**config.mk**
```make
export PLATFORM = sky130hd
export DESIGN_NAME = touch_gesture_classifier
export DESIGN_NICKNAME = d
export VERILOG_FILES = /design/src/rtl/tgc_pkg.sv /design/src/rtl/tgc_front.sv /design/src/rtl/tgc_queue.sv /design/src/rtl/tgc_back.sv /design/src/rtl/touch_gesture_classifier.sv
export SDC_FILE = /design/constraint.sdc
export NUM_CORES = 1
export LEC_CHECK = 0
export BUFFER_PORTS_ARGS = -buffer_cell sky130_fd_sc_hd__clkbuf_2
export CAP_MARGIN = 20
export CORE_UTILIZATION = 44
export DETAILED_ROUTE_END_ITERATION = 12
export GPL_ROUTABILITY_DRIVEN = 0
export PLACE_DENSITY = 0.59
export SYNTH_ARGS = -nofsm -noshare
export SYNTH_HDL_FRONTEND = slang
export SYNTH_SLANG_ARGS = --single-unit
```
**constraint.sdc**
```tcl
create_clock -name clk -period 12.96 [get_ports clk]
set_clock_uncertainty 0.1 [all_clocks]
set_input_delay 0.648 -clock clk [delete_from_list [all_inputs] [get_ports clk]]
set_output_delay 0.648 -clock clk [all_outputs]
set_load 0.1 [all_outputs]
```
**src/rtl/tgc_pkg.sv**
```systemverilog
// Shared types and constants for the touch gesture classifier.
package tgc_pkg;

  // Fixed field and register widths
  localparam int ACT_W      = 2;
  localparam int GEST_W     = 3;
  localparam int PX_W       = 12;
  localparam int MS_W       = 16;
  localparam int CFG_IDX_W  = 3;
  localparam int CFG_DATA_W = 16;

  // Squared pixel limits and microsecond limits
  localparam int PX2_W = 2 * PX_W;
  localparam int THR_W = MS_W + 11;

  localparam logic [THR_W-1:0] US_PER_MS = THR_W'(1000);

  // Register reset values
  localparam logic            RST_ENABLED       = 1'b1;
  localparam logic [MS_W-1:0] RST_LONG_PRESS_MS = MS_W'(800);
  localparam logic [MS_W-1:0] RST_SWIPE_MAX_MS  = MS_W'(500);
  localparam logic [PX_W-1:0] RST_SWIPE_MIN_PX  = PX_W'(50);
  localparam logic [PX_W-1:0] RST_TAP_MAX_PX    = PX_W'(10);

  // Derived limits after reset
  localparam logic [THR_W-1:0] RST_LONG_THR  =
    THR_W'({11'd0, RST_LONG_PRESS_MS} * US_PER_MS);
  localparam logic [THR_W-1:0] RST_SWIPE_THR =
    THR_W'({11'd0, RST_SWIPE_MAX_MS} * US_PER_MS + US_PER_MS);
  localparam logic [PX2_W-1:0] RST_SWP2 =
    PX2_W'({12'd0, RST_SWIPE_MIN_PX} * {12'd0, RST_SWIPE_MIN_PX});
  localparam logic [PX2_W-1:0] RST_TAP2 =
    PX2_W'({12'd0, RST_TAP_MAX_PX} * {12'd0, RST_TAP_MAX_PX});

  typedef enum logic [CFG_IDX_W-1:0] {
    CFG_ENABLED       = 3'd0,
    CFG_LONG_PRESS_MS = 3'd1,
    CFG_SWIPE_MAX_MS  = 3'd2,
    CFG_SWIPE_MIN_PX  = 3'd3,
    CFG_TAP_MAX_PX    = 3'd4
  } cfg_reg_t;

  typedef enum logic [ACT_W-1:0] {
    ACT_PRESS   = 2'd0,
    ACT_MOVE    = 2'd1,
    ACT_RELEASE = 2'd2
  } action_t;

  typedef enum logic [GEST_W-1:0] {
    G_TAP   = 3'd0,
    G_LONG  = 3'd1,
    G_RIGHT = 3'd2,
    G_LEFT  = 3'd3,
    G_DOWN  = 3'd4,
    G_UP    = 3'd5
  } gesture_t;

  // One gesture moving between the parts
  typedef struct packed {
    logic     valid;
    gesture_t gesture;
  } gest_item_t;

endpackage

```
**src/rtl/tgc_front.sv**
```systemverilog
// Front part: accepts touch events, tracks the touch and classifies gestures.
module tgc_front #(
  parameter int COORD_BITS = 12,
  parameter int STAMP_BITS = 40
) (
  input  logic                                clk,
  input  logic                                rst,
  input  logic                                cfg_we,
  input  logic [tgc_pkg::CFG_IDX_W-1:0]       cfg_index,
  input  logic [tgc_pkg::CFG_DATA_W-1:0]      cfg_data,
  input  logic                                in_valid,
  input  logic                                full,
  input  logic [tgc_pkg::ACT_W-1:0]           action,
  input  logic [COORD_BITS-1:0]               pos_x,
  input  logic [COORD_BITS-1:0]               pos_y,
  input  logic [STAMP_BITS-1:0]               time_us,
  output tgc_pkg::gest_item_t                 push
);

  localparam int D2W  = 2 * COORD_BITS + 1;
  localparam int CMPW = (D2W > tgc_pkg::PX2_W) ? D2W : tgc_pkg::PX2_W;
  localparam int TW   = (STAMP_BITS > tgc_pkg::THR_W) ? STAMP_BITS : tgc_pkg::THR_W;

  // Configuration, held in derived form
  logic                            enabled;
  logic [tgc_pkg::THR_W-1:0]       long_thr;
  logic [tgc_pkg::THR_W-1:0]       swipe_thr;
  logic [tgc_pkg::PX2_W-1:0]       swp2;
  logic [tgc_pkg::PX2_W-1:0]       tap2;

  // Touch state
  logic                            armed;
  logic                            long_sent;
  logic [COORD_BITS-1:0]           start_x;
  logic [COORD_BITS-1:0]           start_y;
  logic [STAMP_BITS-1:0]           press_stamp;

  logic                            accept;
  logic signed [COORD_BITS:0]      dx;
  logic signed [COORD_BITS:0]      dy;
  logic [COORD_BITS-1:0]           ax;
  logic [COORD_BITS-1:0]           ay;
  logic [2*COORD_BITS-1:0]         sqx;
  logic [2*COORD_BITS-1:0]         sqy;
  logic [CMPW-1:0]                 d2;
  logic [STAMP_BITS-1:0]           elapsed;
  logic                            long_ok;
  logic                            swipe_time_ok;
  logic                            in_tap;
  logic                            far_enough;
  tgc_pkg::gesture_t               swipe_gest;
  tgc_pkg::gesture_t               gest;
  logic                            hit;
  logic [tgc_pkg::MS_W-1:0]        cfg_ms;
  logic [tgc_pkg::PX_W-1:0]        cfg_px;

  assign accept = in_valid && !full;
  assign cfg_ms = cfg_data[tgc_pkg::MS_W-1:0];
  assign cfg_px = cfg_data[tgc_pkg::PX_W-1:0];

  always_ff @(posedge clk) begin
    if (rst) begin
      enabled   <= tgc_pkg::RST_ENABLED;
      long_thr  <= tgc_pkg::RST_LONG_THR;
      swipe_thr <= tgc_pkg::RST_SWIPE_THR;
      swp2      <= tgc_pkg::RST_SWP2;
      tap2      <= tgc_pkg::RST_TAP2;
    end else if (cfg_we) begin
      unique case (tgc_pkg::cfg_reg_t'(cfg_index))
        tgc_pkg::CFG_ENABLED:       enabled <= cfg_data[0];
        tgc_pkg::CFG_LONG_PRESS_MS: begin
          long_thr <= tgc_pkg::THR_W'(tgc_pkg::THR_W'(cfg_ms) * tgc_pkg::US_PER_MS);
        end
        tgc_pkg::CFG_SWIPE_MAX_MS:  begin
          swipe_thr <= tgc_pkg::THR_W'(tgc_pkg::THR_W'(cfg_ms) * tgc_pkg::US_PER_MS
                                       + tgc_pkg::US_PER_MS);
        end
        tgc_pkg::CFG_SWIPE_MIN_PX:  begin
          swp2 <= tgc_pkg::PX2_W'(tgc_pkg::PX2_W'(cfg_px) * tgc_pkg::PX2_W'(cfg_px));
        end
        tgc_pkg::CFG_TAP_MAX_PX:    begin
          tap2 <= tgc_pkg::PX2_W'(tgc_pkg::PX2_W'(cfg_px) * tgc_pkg::PX2_W'(cfg_px));
        end
        default: ;
      endcase
    end
  end

  // Distance and hold time against the stored start of the touch
  always_comb begin
    dx = $signed({1'b0, pos_x}) - $signed({1'b0, start_x});
    dy = $signed({1'b0, pos_y}) - $signed({1'b0, start_y});
    ax = dx[COORD_BITS] ? COORD_BITS'(-dx) : dx[COORD_BITS-1:0];
    ay = dy[COORD_BITS] ? COORD_BITS'(-dy) : dy[COORD_BITS-1:0];
    sqx = ax * ax;
    sqy = ay * ay;
    d2  = CMPW'(sqx) + CMPW'(sqy);
    elapsed       = time_us - press_stamp;
    long_ok       = TW'(elapsed) >= TW'(long_thr);
    swipe_time_ok = TW'(elapsed) <  TW'(swipe_thr);
    in_tap        = d2 <  CMPW'(tap2);
    far_enough    = d2 >= CMPW'(swp2);
    if (ax > ay) begin
      swipe_gest = dx[COORD_BITS] ? tgc_pkg::G_LEFT : tgc_pkg::G_RIGHT;
    end else begin
      swipe_gest = (!dy[COORD_BITS] && (dy != '0)) ? tgc_pkg::G_DOWN : tgc_pkg::G_UP;
    end
  end

  always_comb begin
    hit  = 1'b0;
    gest = tgc_pkg::G_TAP;
    if (enabled && armed) begin
      unique case (tgc_pkg::action_t'(action))
        tgc_pkg::ACT_MOVE: begin
          if (long_ok && !long_sent && in_tap) begin
            hit  = 1'b1;
            gest = tgc_pkg::G_LONG;
          end
        end
        tgc_pkg::ACT_RELEASE: begin
          if (!long_sent) begin
            if (far_enough && swipe_time_ok) begin
              hit  = 1'b1;
              gest = swipe_gest;
            end else if (in_tap) begin
              hit  = 1'b1;
              gest = tgc_pkg::G_TAP;
            end
          end
        end
        default: ;
      endcase
    end
    push.valid   = accept && hit;
    push.gesture = gest;
  end

  always_ff @(posedge clk) begin
    if (rst) begin
      armed     <= 1'b0;
      long_sent <= 1'b0;
    end else if (accept && enabled) begin
      case (tgc_pkg::action_t'(action))
        tgc_pkg::ACT_PRESS: begin
          armed     <= 1'b1;
          long_sent <= 1'b0;
        end
        tgc_pkg::ACT_MOVE: begin
          if (hit) long_sent <= 1'b1;
        end
        tgc_pkg::ACT_RELEASE: armed <= 1'b0;
        default: ;
      endcase
    end
  end

  always_ff @(posedge clk) begin
    if (accept && enabled && (tgc_pkg::action_t'(action) == tgc_pkg::ACT_PRESS)) begin
      start_x     <= pos_x;
      start_y     <= pos_y;
      press_stamp <= time_us;
    end
  end

endmodule

```
**src/rtl/tgc_queue.sv**
```systemverilog
// Two-entry gesture queue between the front and back parts.
module tgc_queue (
  input  logic                clk,
  input  logic                rst,
  input  tgc_pkg::gest_item_t push,
  input  logic                pop,
  output logic                full,
  output tgc_pkg::gest_item_t head
);

  tgc_pkg::gesture_t slots [2];
  logic              wr_ptr;
  logic              rd_ptr;
  logic [1:0]        count;
  logic              do_push;
  logic              do_pop;

  assign full       = count == 2'd2;
  assign head.valid = count != 2'd0;
  assign head.gesture = slots[rd_ptr];
  assign do_push    = push.valid && !full;
  assign do_pop     = pop && head.valid;

  always_ff @(posedge clk) begin
    if (rst) begin
      wr_ptr <= 1'b0;
      rd_ptr <= 1'b0;
      count  <= 2'd0;
    end else begin
      if (do_push) wr_ptr <= !wr_ptr;
      if (do_pop)  rd_ptr <= !rd_ptr;
      count <= count + 2'(do_push) - 2'(do_pop);
    end
  end

  always_ff @(posedge clk) begin
    if (do_push) slots[wr_ptr] <= push.gesture;
  end

endmodule

```
**src/rtl/tgc_back.sv**
```systemverilog
// Back part: output register that delivers gestures to the consumer.
module tgc_back (
  input  logic                          clk,
  input  logic                          rst,
  input  tgc_pkg::gest_item_t           head,
  output logic                          pop,
  output logic                          out_valid,
  input  logic                          out_stall,
  output logic [tgc_pkg::GEST_W-1:0]    gesture
);

  // Load when the register is empty or its transaction completes now
  assign pop = head.valid && (!out_valid || !out_stall);

  always_ff @(posedge clk) begin
    if (rst) begin
      out_valid <= 1'b0;
    end else if (pop) begin
      out_valid <= 1'b1;
    end else if (!out_stall) begin
      out_valid <= 1'b0;
    end
  end

  always_ff @(posedge clk) begin
    if (pop) gesture <= head.gesture;
  end

endmodule

```
**src/rtl/touch_gesture_classifier.sv**
```systemverilog
// Top level of the touch gesture classifier: front, queue and back parts.
//
// Touch events (press, move, release) with a point and a microsecond stamp
// enter on the input channel; a transaction completes at a rising edge with
// in_valid high and in_stall low. Each event is classified combinationally
// in the cycle it is accepted, so one event per clock is taken back to back
// while in_stall is low; the coordinate squares and the stamp subtract are
// combinational. A gesture (0 tap, 1 long press, 2 right, 3 left, 4 down,
// 5 up) is written into the queue and then into the output register that
// drives out_valid/gesture. A two-entry queue and the output register part
// the sides, so in_stall rises only when both queue slots hold undelivered
// gestures. The user writes registers through cfg_we/cfg_index/cfg_data only
// while idle, not enforced by the block itself: 0 enabled, 1 long_press_ms,
// 2 swipe_max_ms, 3 swipe_min_px, 4 tap_max_px; other indexes are dropped.
module touch_gesture_classifier #(
  parameter int COORD_BITS = 12,
  parameter int STAMP_BITS = 40
) (
  input  logic                             clk,
  input  logic                             rst,
  input  logic                             cfg_we,
  input  logic [tgc_pkg::CFG_IDX_W-1:0]    cfg_index,
  input  logic [tgc_pkg::CFG_DATA_W-1:0]   cfg_data,
  input  logic                             in_valid,
  output logic                             in_stall,
  input  logic [tgc_pkg::ACT_W-1:0]        action,
  input  logic [COORD_BITS-1:0]            pos_x,
  input  logic [COORD_BITS-1:0]            pos_y,
  input  logic [STAMP_BITS-1:0]            time_us,
  output logic                             out_valid,
  input  logic                             out_stall,
  output logic [tgc_pkg::GEST_W-1:0]       gesture
);

  tgc_pkg::gest_item_t push;
  tgc_pkg::gest_item_t head;
  logic                full;
  logic                pop;

  // Hold the input while the queue has no free slot
  assign in_stall = full;

  // Front: configuration, touch state and classification
  tgc_front #(
    .COORD_BITS (COORD_BITS),
    .STAMP_BITS (STAMP_BITS)
  ) u_front (
    .clk       (clk),
    .rst       (rst),
    .cfg_we    (cfg_we),
    .cfg_index (cfg_index),
    .cfg_data  (cfg_data),
    .in_valid  (in_valid),
    .full      (full),
    .action    (action),
    .pos_x     (pos_x),
    .pos_y     (pos_y),
    .time_us   (time_us),
    .push      (push)
  );

  // Queue: buffer gestures so that a stalled consumer does not block events until both slots are full
  tgc_queue u_queue (
    .clk  (clk),
    .rst  (rst),
    .push (push),
    .pop  (pop),
    .full (full),
    .head (head)
  );

  // Back: advance the head gesture into the output register
  tgc_back u_back (
    .clk       (clk),
    .rst       (rst),
    .head      (head),
    .pop       (pop),
    .out_valid (out_valid),
    .out_stall (out_stall),
    .gesture   (gesture)
  );

endmodule
```
### Word-level counts from Yosys, hierarchy flattened

Memory sizes are Yosys's and may differ from the RTL's. A register that Yosys moved wholly into a read port is not among the register bits.
Index checks and enable logic that the tools add are counted.

| storage, ports and cells | value |
|---|---|
| register bits | 170 |
| bits in writable memories | 6 |
| input port bits | 90 |
| memories kept | 1 |

| cells by class | value |
|---|---|
| $add $sub $neg | 9 |
| $mul | 4 |
| order comparisons | 5 |
| equality and inequality tests | 9 |
| mux-type cells | 23 |
| reductions and logical operators | 33 |

Memory list:

| name | depth | bits a word | rd ports | clocked after Yosys merged registers in | write ports | line | text |
|---|---|---|---|---|---|---|---|
| u_queue.slots | 2 | 3 | 1 | 1 | 1 | tgc_queue.sv:11 | `tgc_pkg::gesture_t slots [2];` |

Operator list:

| cell | count |
|---|---|
| multiplier 12 x 12 -> 24 bit | 3 |
| >= comparator 40 x 26 -> 1 bit | 1 |
| less-than comparator 40 x 27 -> 1 bit | 1 |
| subtractor 40 bit | 1 |
| adder 26 x 10 -> 27 bit, second input constant | 1 |
| subtractor 12 x 12 -> 13 bit | 2 |
| adder 24 x 24 -> 25 bit | 1 |
| >= comparator 25 x 24 -> 1 bit | 1 |
| less-than comparator 25 x 24 -> 1 bit | 1 |
| two-way mux 12 bit | 2 |
| negator 12 bit | 2 |
| multiplier 16 x 7 -> 23 bit, second input constant | 1 |
| two-way mux 1 bit | 13 |
| nonzero test 13 bit | 1 |
| > comparator 12 bit | 1 |
| logical AND 1 bit | 12 |
| two-way mux 3 bit | 4 |
| AND reduction 2 bit | 6 |
| logical NOT 1 bit | 7 |
| == test 3 x 2 -> 1 bit, second input constant | 2 |
| one-hot mux 1 bit (2 select lines) | 3 |
| one-hot mux 3 bit (2 select lines) | 1 |
| nonzero test 2 bit | 3 |
| == test 2 bit, second input constant | 2 |
| 10 further kinds | 11 |

### Logic depth before layout (Yosys ltp)

| depth | value |
|---|---|
| depth after elaboration | 15 |
| mapped depth | 57 |
| mapped depth without buffers | 56 |

### By module

A second synthesis with hierarchy kept.

| second synthesis, totals | value |
|---|---|
| cell total of the unflattened synthesis | 3,069 |
| area total of the unflattened synthesis | 27,176.1 sq um |

By module, submodules not included:

| module | instances | cells an instance | area each (sq um) | seq. area each (sq um) |
|---|---|---|---|---|
| tgc_front | 1 | 3,026 | 26,599.3 | 3,843.7 |
| tgc_queue | 1 | 36 | 450.4 | 280.3 |
| tgc_back | 1 | 7 | 126.4 | 110.1 |

### Least setup slack after synthesis

Ideal clock, no wire load.

| path | value |
|---|---|
| path kind | input-to-reg |
| from | in pos_x[0] |
| to | reg u_queue.count[1] |
| arrival time | 11.550 ns |
| slack | 1.182 ns |
| cell stages on the path | 49 |
| cell sequence | inv_1 -> ha_1 -> inv_1 -> fa_1 -> a21o_1 -> a21oi_2 -> o21ai_1 -> nor2_1 -> xnor2_1 -> or4_1 -> or4_1 -> o31a_1 -> xor2_1 -> nand2_1 -> fa_1 -> inv_1 -> fa_1 -> fa_1 -> [13 not listed] -> a21o_1 -> a21oi_1 -> xnor2_1 -> ha_1 -> a2111oi_0 -> nand3_1 -> a21oi_1 -> o21ai_0 -> a31oi_1 -> a211oi_1 -> nor2_1 -> o2111a_1 -> o221ai_1 -> inv_1 -> ha_1 -> xor2_1 -> xnor2_1 -> nor2_1 |

| on the way | value |
|---|---|
| cells in the longest elaborated chain, start to end | 15 |
| elaborated cells on any way between the ends | 19 |
| classes of those cells | 5 x add/sub; 1 x mul; 2 x order compare; 7 x mux; 4 x reduce/logical |

RTL lines:

| what | line | text |
|---|---|---|
| start, declared | touch_gesture_classifier.sv:27 | `input logic [COORD_BITS-1:0] pos_x,` |
| subtractor 12 x 12 -> 13 bit * | tgc_front.sv:91 | `dx = $signed({1'b0, pos_x}) - $signed({1'b0, start_x});` |
| negator 12 bit | tgc_front.sv:93 | `ax = dx[COORD_BITS] ? COORD_BITS'(-dx) : dx[COORD_BITS-1:0];` |
| two-way mux 12 bit * | tgc_front.sv:93 |  |
| multiplier 12 x 12 -> 24 bit * | tgc_front.sv:95 | `sqx = ax * ax;` |
| adder 24 x 24 -> 25 bit * | tgc_front.sv:97 | `d2 = CMPW'(sqx) + CMPW'(sqy);` |
| less-than comparator 25 x 24 -> 1 bit or >= comparator 25 x 24 -> 1 bit (tied branches) | tgc_front.sv:101, tgc_front.sv:102 |  |
| two-way mux 1 bit or logical AND 1 bit (tied branches) | tgc_front.sv:126, tgc_front.sv:123 |  |
| two-way mux 1 bit | tgc_front.sv:123 | `if (far_enough && swipe_time_ok) begin` |
| two-way mux 1 bit | tgc_front.sv:122 | `if (!long_sent) begin` |
| one-hot mux 1 bit (2 select lines) * | tgc_front.sv:114 | `unique case (tgc_pkg::action_t'(action))` |
| two-way mux 1 bit * | tgc_front.sv:113 | `if (enabled && armed) begin` |
| logical AND 1 bit * | tgc_front.sv:135 | `push.valid = accept && hit;` |
| logical AND 1 bit * | tgc_queue.sv:21 | `assign do_push = push.valid && !full;` |
| adder 2 x 1 -> 2 bit * | tgc_queue.sv:32 | `count <= count + 2'(do_push) - 2'(do_pop);` |
| subtractor 2 x 1 -> 2 bit * | tgc_queue.sv:32 |  |
| end signal, assigned | tgc_queue.sv:32 |  |
| end, declared | tgc_queue.sv:14 | `logic [1:0] count;` |

Every way passes the cells marked *; elsewhere a longest branch is shown, timed or not.
A chain may end at the register's enable or synchronous reset.

### Worst setup path after layout

| path | value |
|---|---|
| from | reg u_front.start_x[0] |
| to | reg u_queue.count[1] |

| on the way | value |
|---|---|
| cells in the longest elaborated chain, start to end | 15 |
| elaborated cells on any way between the ends | 19 |
| classes of those cells | 5 x add/sub; 1 x mul; 2 x order compare; 7 x mux; 4 x reduce/logical |

RTL lines:

| what | line | text |
|---|---|---|
| start, declared | tgc_front.sv:34 | `logic [COORD_BITS-1:0] start_x;` |
| start signal, assigned | tgc_front.sv:160 | `start_x <= pos_x;` |
| subtractor 12 x 12 -> 13 bit * | tgc_front.sv:91 |  |
| negator 12 bit | tgc_front.sv:93 |  |
| two-way mux 12 bit * | tgc_front.sv:93 |  |
| multiplier 12 x 12 -> 24 bit * | tgc_front.sv:95 |  |
| adder 24 x 24 -> 25 bit * | tgc_front.sv:97 |  |
| less-than comparator 25 x 24 -> 1 bit or >= comparator 25 x 24 -> 1 bit (tied branches) | tgc_front.sv:101, tgc_front.sv:102 |  |
| two-way mux 1 bit or logical AND 1 bit (tied branches) | tgc_front.sv:126, tgc_front.sv:123 |  |
| two-way mux 1 bit | tgc_front.sv:123 |  |
| two-way mux 1 bit | tgc_front.sv:122 |  |
| one-hot mux 1 bit (2 select lines) * | tgc_front.sv:114 |  |
| two-way mux 1 bit * | tgc_front.sv:113 |  |
| logical AND 1 bit * | tgc_front.sv:135 |  |
| logical AND 1 bit * | tgc_queue.sv:21 |  |
| adder 2 x 1 -> 2 bit * | tgc_queue.sv:32 |  |
| subtractor 2 x 1 -> 2 bit * | tgc_queue.sv:32 |  |

Marks and branches as above.

==> impl_metrics.tcl <==
set metrics [dict create \
    critPathTopFamily "adder cells" \
    routed_wl_um 64800 \
    design_area_um2 28800 \
    status "completed" \
    hold_depth 1 \
    drv_cap 0 \
    numCtsBuffers 17 \
    crit_slowest_cell "fa_1" \
    cts_sinks 174 \
    grt_overflow 0 \
    dp_hpwl_um 54400 \
    cp.required_ps 13230 \
    grt_max_degree 105 \
    hp-start "time_us[22]" \
    cts_htree_levels 4 \
    whs_ps 266 \
    critPathBufInv 6 \
    cts_hold_buf 0 \
    synth_nets 3802 \
    nNetsFinal 3891 \
    rsz0062_at_grt "false" \
    route.detailed.drc 0 \
    grtUsageMet3 0.0416 \
    critPathCaptureType "register" \
    grt_usage 0.223 \
    insertion_delay_ps 470 \
    place_area_um2 28100 \
    synth_seq_cells 174 \
    drive_above_1_share 0.0684 \
    path_common_cell "fa_1" \
    busiest_layer "met2" \
    num_io_pins 95 \
    synthFlopType "dfxtp_1" \
    period_needed_ps 12240 \
    seq_area_um2 4210 \
    start_util 0.448 \
    fin_cells 3856 \
    multi_input_comb_area_um2 20000 \
    hold_end "u_front.press_stamp[22]$_DFFE_PP_" \
    synth-edff-count 73 \
    grt_pass1_wl_um 108000 \
    regToRegStartpoint "u_front.start_x[0]$_DFFE_PP_" \
    met1_usage 0.279 \
    cts_root_buf "clkbuf_16" \
    ff2ff_path_depth 50 \
    syn2layout_area_growth_pct 8.40 \
    dr.first_iter.drc_count 851 \
    place_inst 3821 \
    finalSetupViolations 0 \
    ys_types 78 \
    seq_area_frac_synth 0.158 \
    cp-startpoint "u_front.start_x[0]$_DFFE_PP_" \
    grt_pass1_vias 21400 \
    drtPass1Iterations 5 \
    most-common-layout-cells "inv_1 (585), ha_1 (394), fa_1 (337)" \
    timing.final.crit_share 0.945 \
    worstHoldPathType "in -> reg" \
    crit_cells 50 \
    antenna_left 0 \
    nFillCells 5608 \
    clk_pin_slew_worst_paths_ps 80 \
    dieArea_um2 61500 \
    slew_headroom 0.266 \
    wl_per_cell_um 16.8 \
    die_h_um 248 \
    timing.setup.tns_ps 0 \
    n_antenna_cell 0 \
    antenna_found_initial 2 \
    reg2reg_slack_ps 720 \
    cp.arrival_ps 12510 \
    start_kind "register" \
    via_count 20400 \
    clock.fmax_mhz 81.7 \
    layout.cells.most_common "inv_1" \
    timing.rr.end "u_queue.count[1]$_SDFF_PP0_" \
    cp_max_fo 5 \
    syn_inst 2981 \
    clk_path_buf_depth 2 \
    cts_tree "yes" \
    core-area_um2 59400 \
    worst_pin_slew_ps 1100 \
    use_met2 0.379 \
    async_flop_share 0 \
    ys_warn_count 0 \
    worst-setup-path-type "reg -> reg" \
    portBuffers 94 \
    finalHoldViolations 0 \
    die_x_um 248 \
    vias_per_cell 5.29 \
    syn-cell-area_um2 26600 \
    drv_slew 0 \
    rows 89 \
    avgSynthCellArea_um2 8.93 \
    slowest_delay_ps 590 \
]
## through the flow
| stage | util | worst slack, ps |
|---|---|---|
| global route | 0.486 | 61.7 |
| detailed placement | 0.474 | 37.2 |
| floorplan | - | 1180 |
| global placement | 0.473 | 359 |
| CTS | 0.484 | 429 |
| finish | 0.486 | 718 |
## cell families (layout without fill, tap and decap cells)
kind of cell / after synthesis / in the layout / synth area share
simple gates: 768 / 768 / 0.134
compound gates: 487 / 487 / 0.120
xor+xnor: 162 / 162 / 0.0533
fa+ha+maj: 732 / 732 / 0.439
mux: 10 / 10 / 0.00404
buf+inv: 648 / 750 / 0.0914
flops: 174 / 174 / 0.158
## layout make-up
class | count | area share
Inverter | 589 | 0.0766
Tap cell | 773 | 0.0335
Clock buffer | 21 | 0.0178
Clock inverter | 11 | 0.00386
Timing Repair Buffer | 129 | 0.0277
Multi-Input combinational cell | 2159 | 0.694
Sequential cell | 174 | 0.146
## routing by layer
layer	vias up	share of wire
met5	-	0.00040
met1	9955	0.43
met4	4	0.038
met2	371	0.49
li1	9940	-
met3	119	0.043
## what timing repair did
item	CTS	global route
endpoints found under the hold margin	0	0
resized for setup	0	14
endpoints found under the setup margin	0	8
buffers inserted	0	2
## synth_stat cells (all sizes together) (13+ instances only)
library cell / n / area, um2
a211o: 21 / 184
a211oi: 29 / 218
a21o: 52 / 390
a21oi: 163 / 820
a31oi: 13 / 81.3
and2: 35 / 219
and3: 14 / 87.6
clkbuf: 57 / 214
dfxtp: 101 / 2020
edfxtp: 73 / 2190
fa: 337 / 6750
ha: 394 / 4930
inv: 587 / 2200
nand2: 215 / 807
nand2b: 29 / 181
nand3: 39 / 195
nand4: 21 / 131
nor2: 272 / 1020
nor2b: 26 / 163
nor3: 42 / 210
o21a: 19 / 143
o21ai: 82 / 410
o21bai: 14 / 105
or2: 20 / 125
or3: 16 / 100
xnor2: 105 / 920
xor2: 57 / 499
## sequential cells by signal (all words and copies together) (netlist names)
| register | count |
|---|---|
| u_front.armed | 1 |
| u_back.gesture | 3 |
| u_front.start_y | 12 |
| u_front.tap2 | 23 |
| u_front.press_stamp | 40 |
| u_front.swp2 | 23 |
| u_front.swipe_thr | 24 |
| u_queue.count | 2 |
| u_queue.wr_ptr | 1 |
| u_front.start_x | 12 |
| u_front.long_thr | 23 |
| u_queue.rd_ptr | 1 |
| u_back.out_valid | 1 |
| u_front.enabled | 1 |
| u_front.long_sent | 1 |
| u_queue.slots | 6 |
## worst max-delay path by stage
stage                                       end  slack (ps)
floorplan           u_queue.count[1]$_SDFF_PP0_        1180
global placement    u_queue.count[1]$_SDFF_PP0_         360
detailed placement  u_queue.count[1]$_SDFF_PP0_          40
CTS                 u_queue.count[1]$_SDFF_PP0_         430
global route        u_queue.count[1]$_SDFF_PP0_          60
finish              u_queue.count[1]$_SDFF_PP0_         720
## worst register-to-register path, delay by kind of cell, from the launching register on
family,cells,cell delay [ps]
buf+inv,6,410
fa+ha+maj,12,4880
flops,1,330
compound gates,16,2800
xor+xnor,5,780
simple gates,11,2870
Power is left out: the tool's default activity adds up to more than one toggle a clock period on the data nets, which glitch-free logic cannot reach.
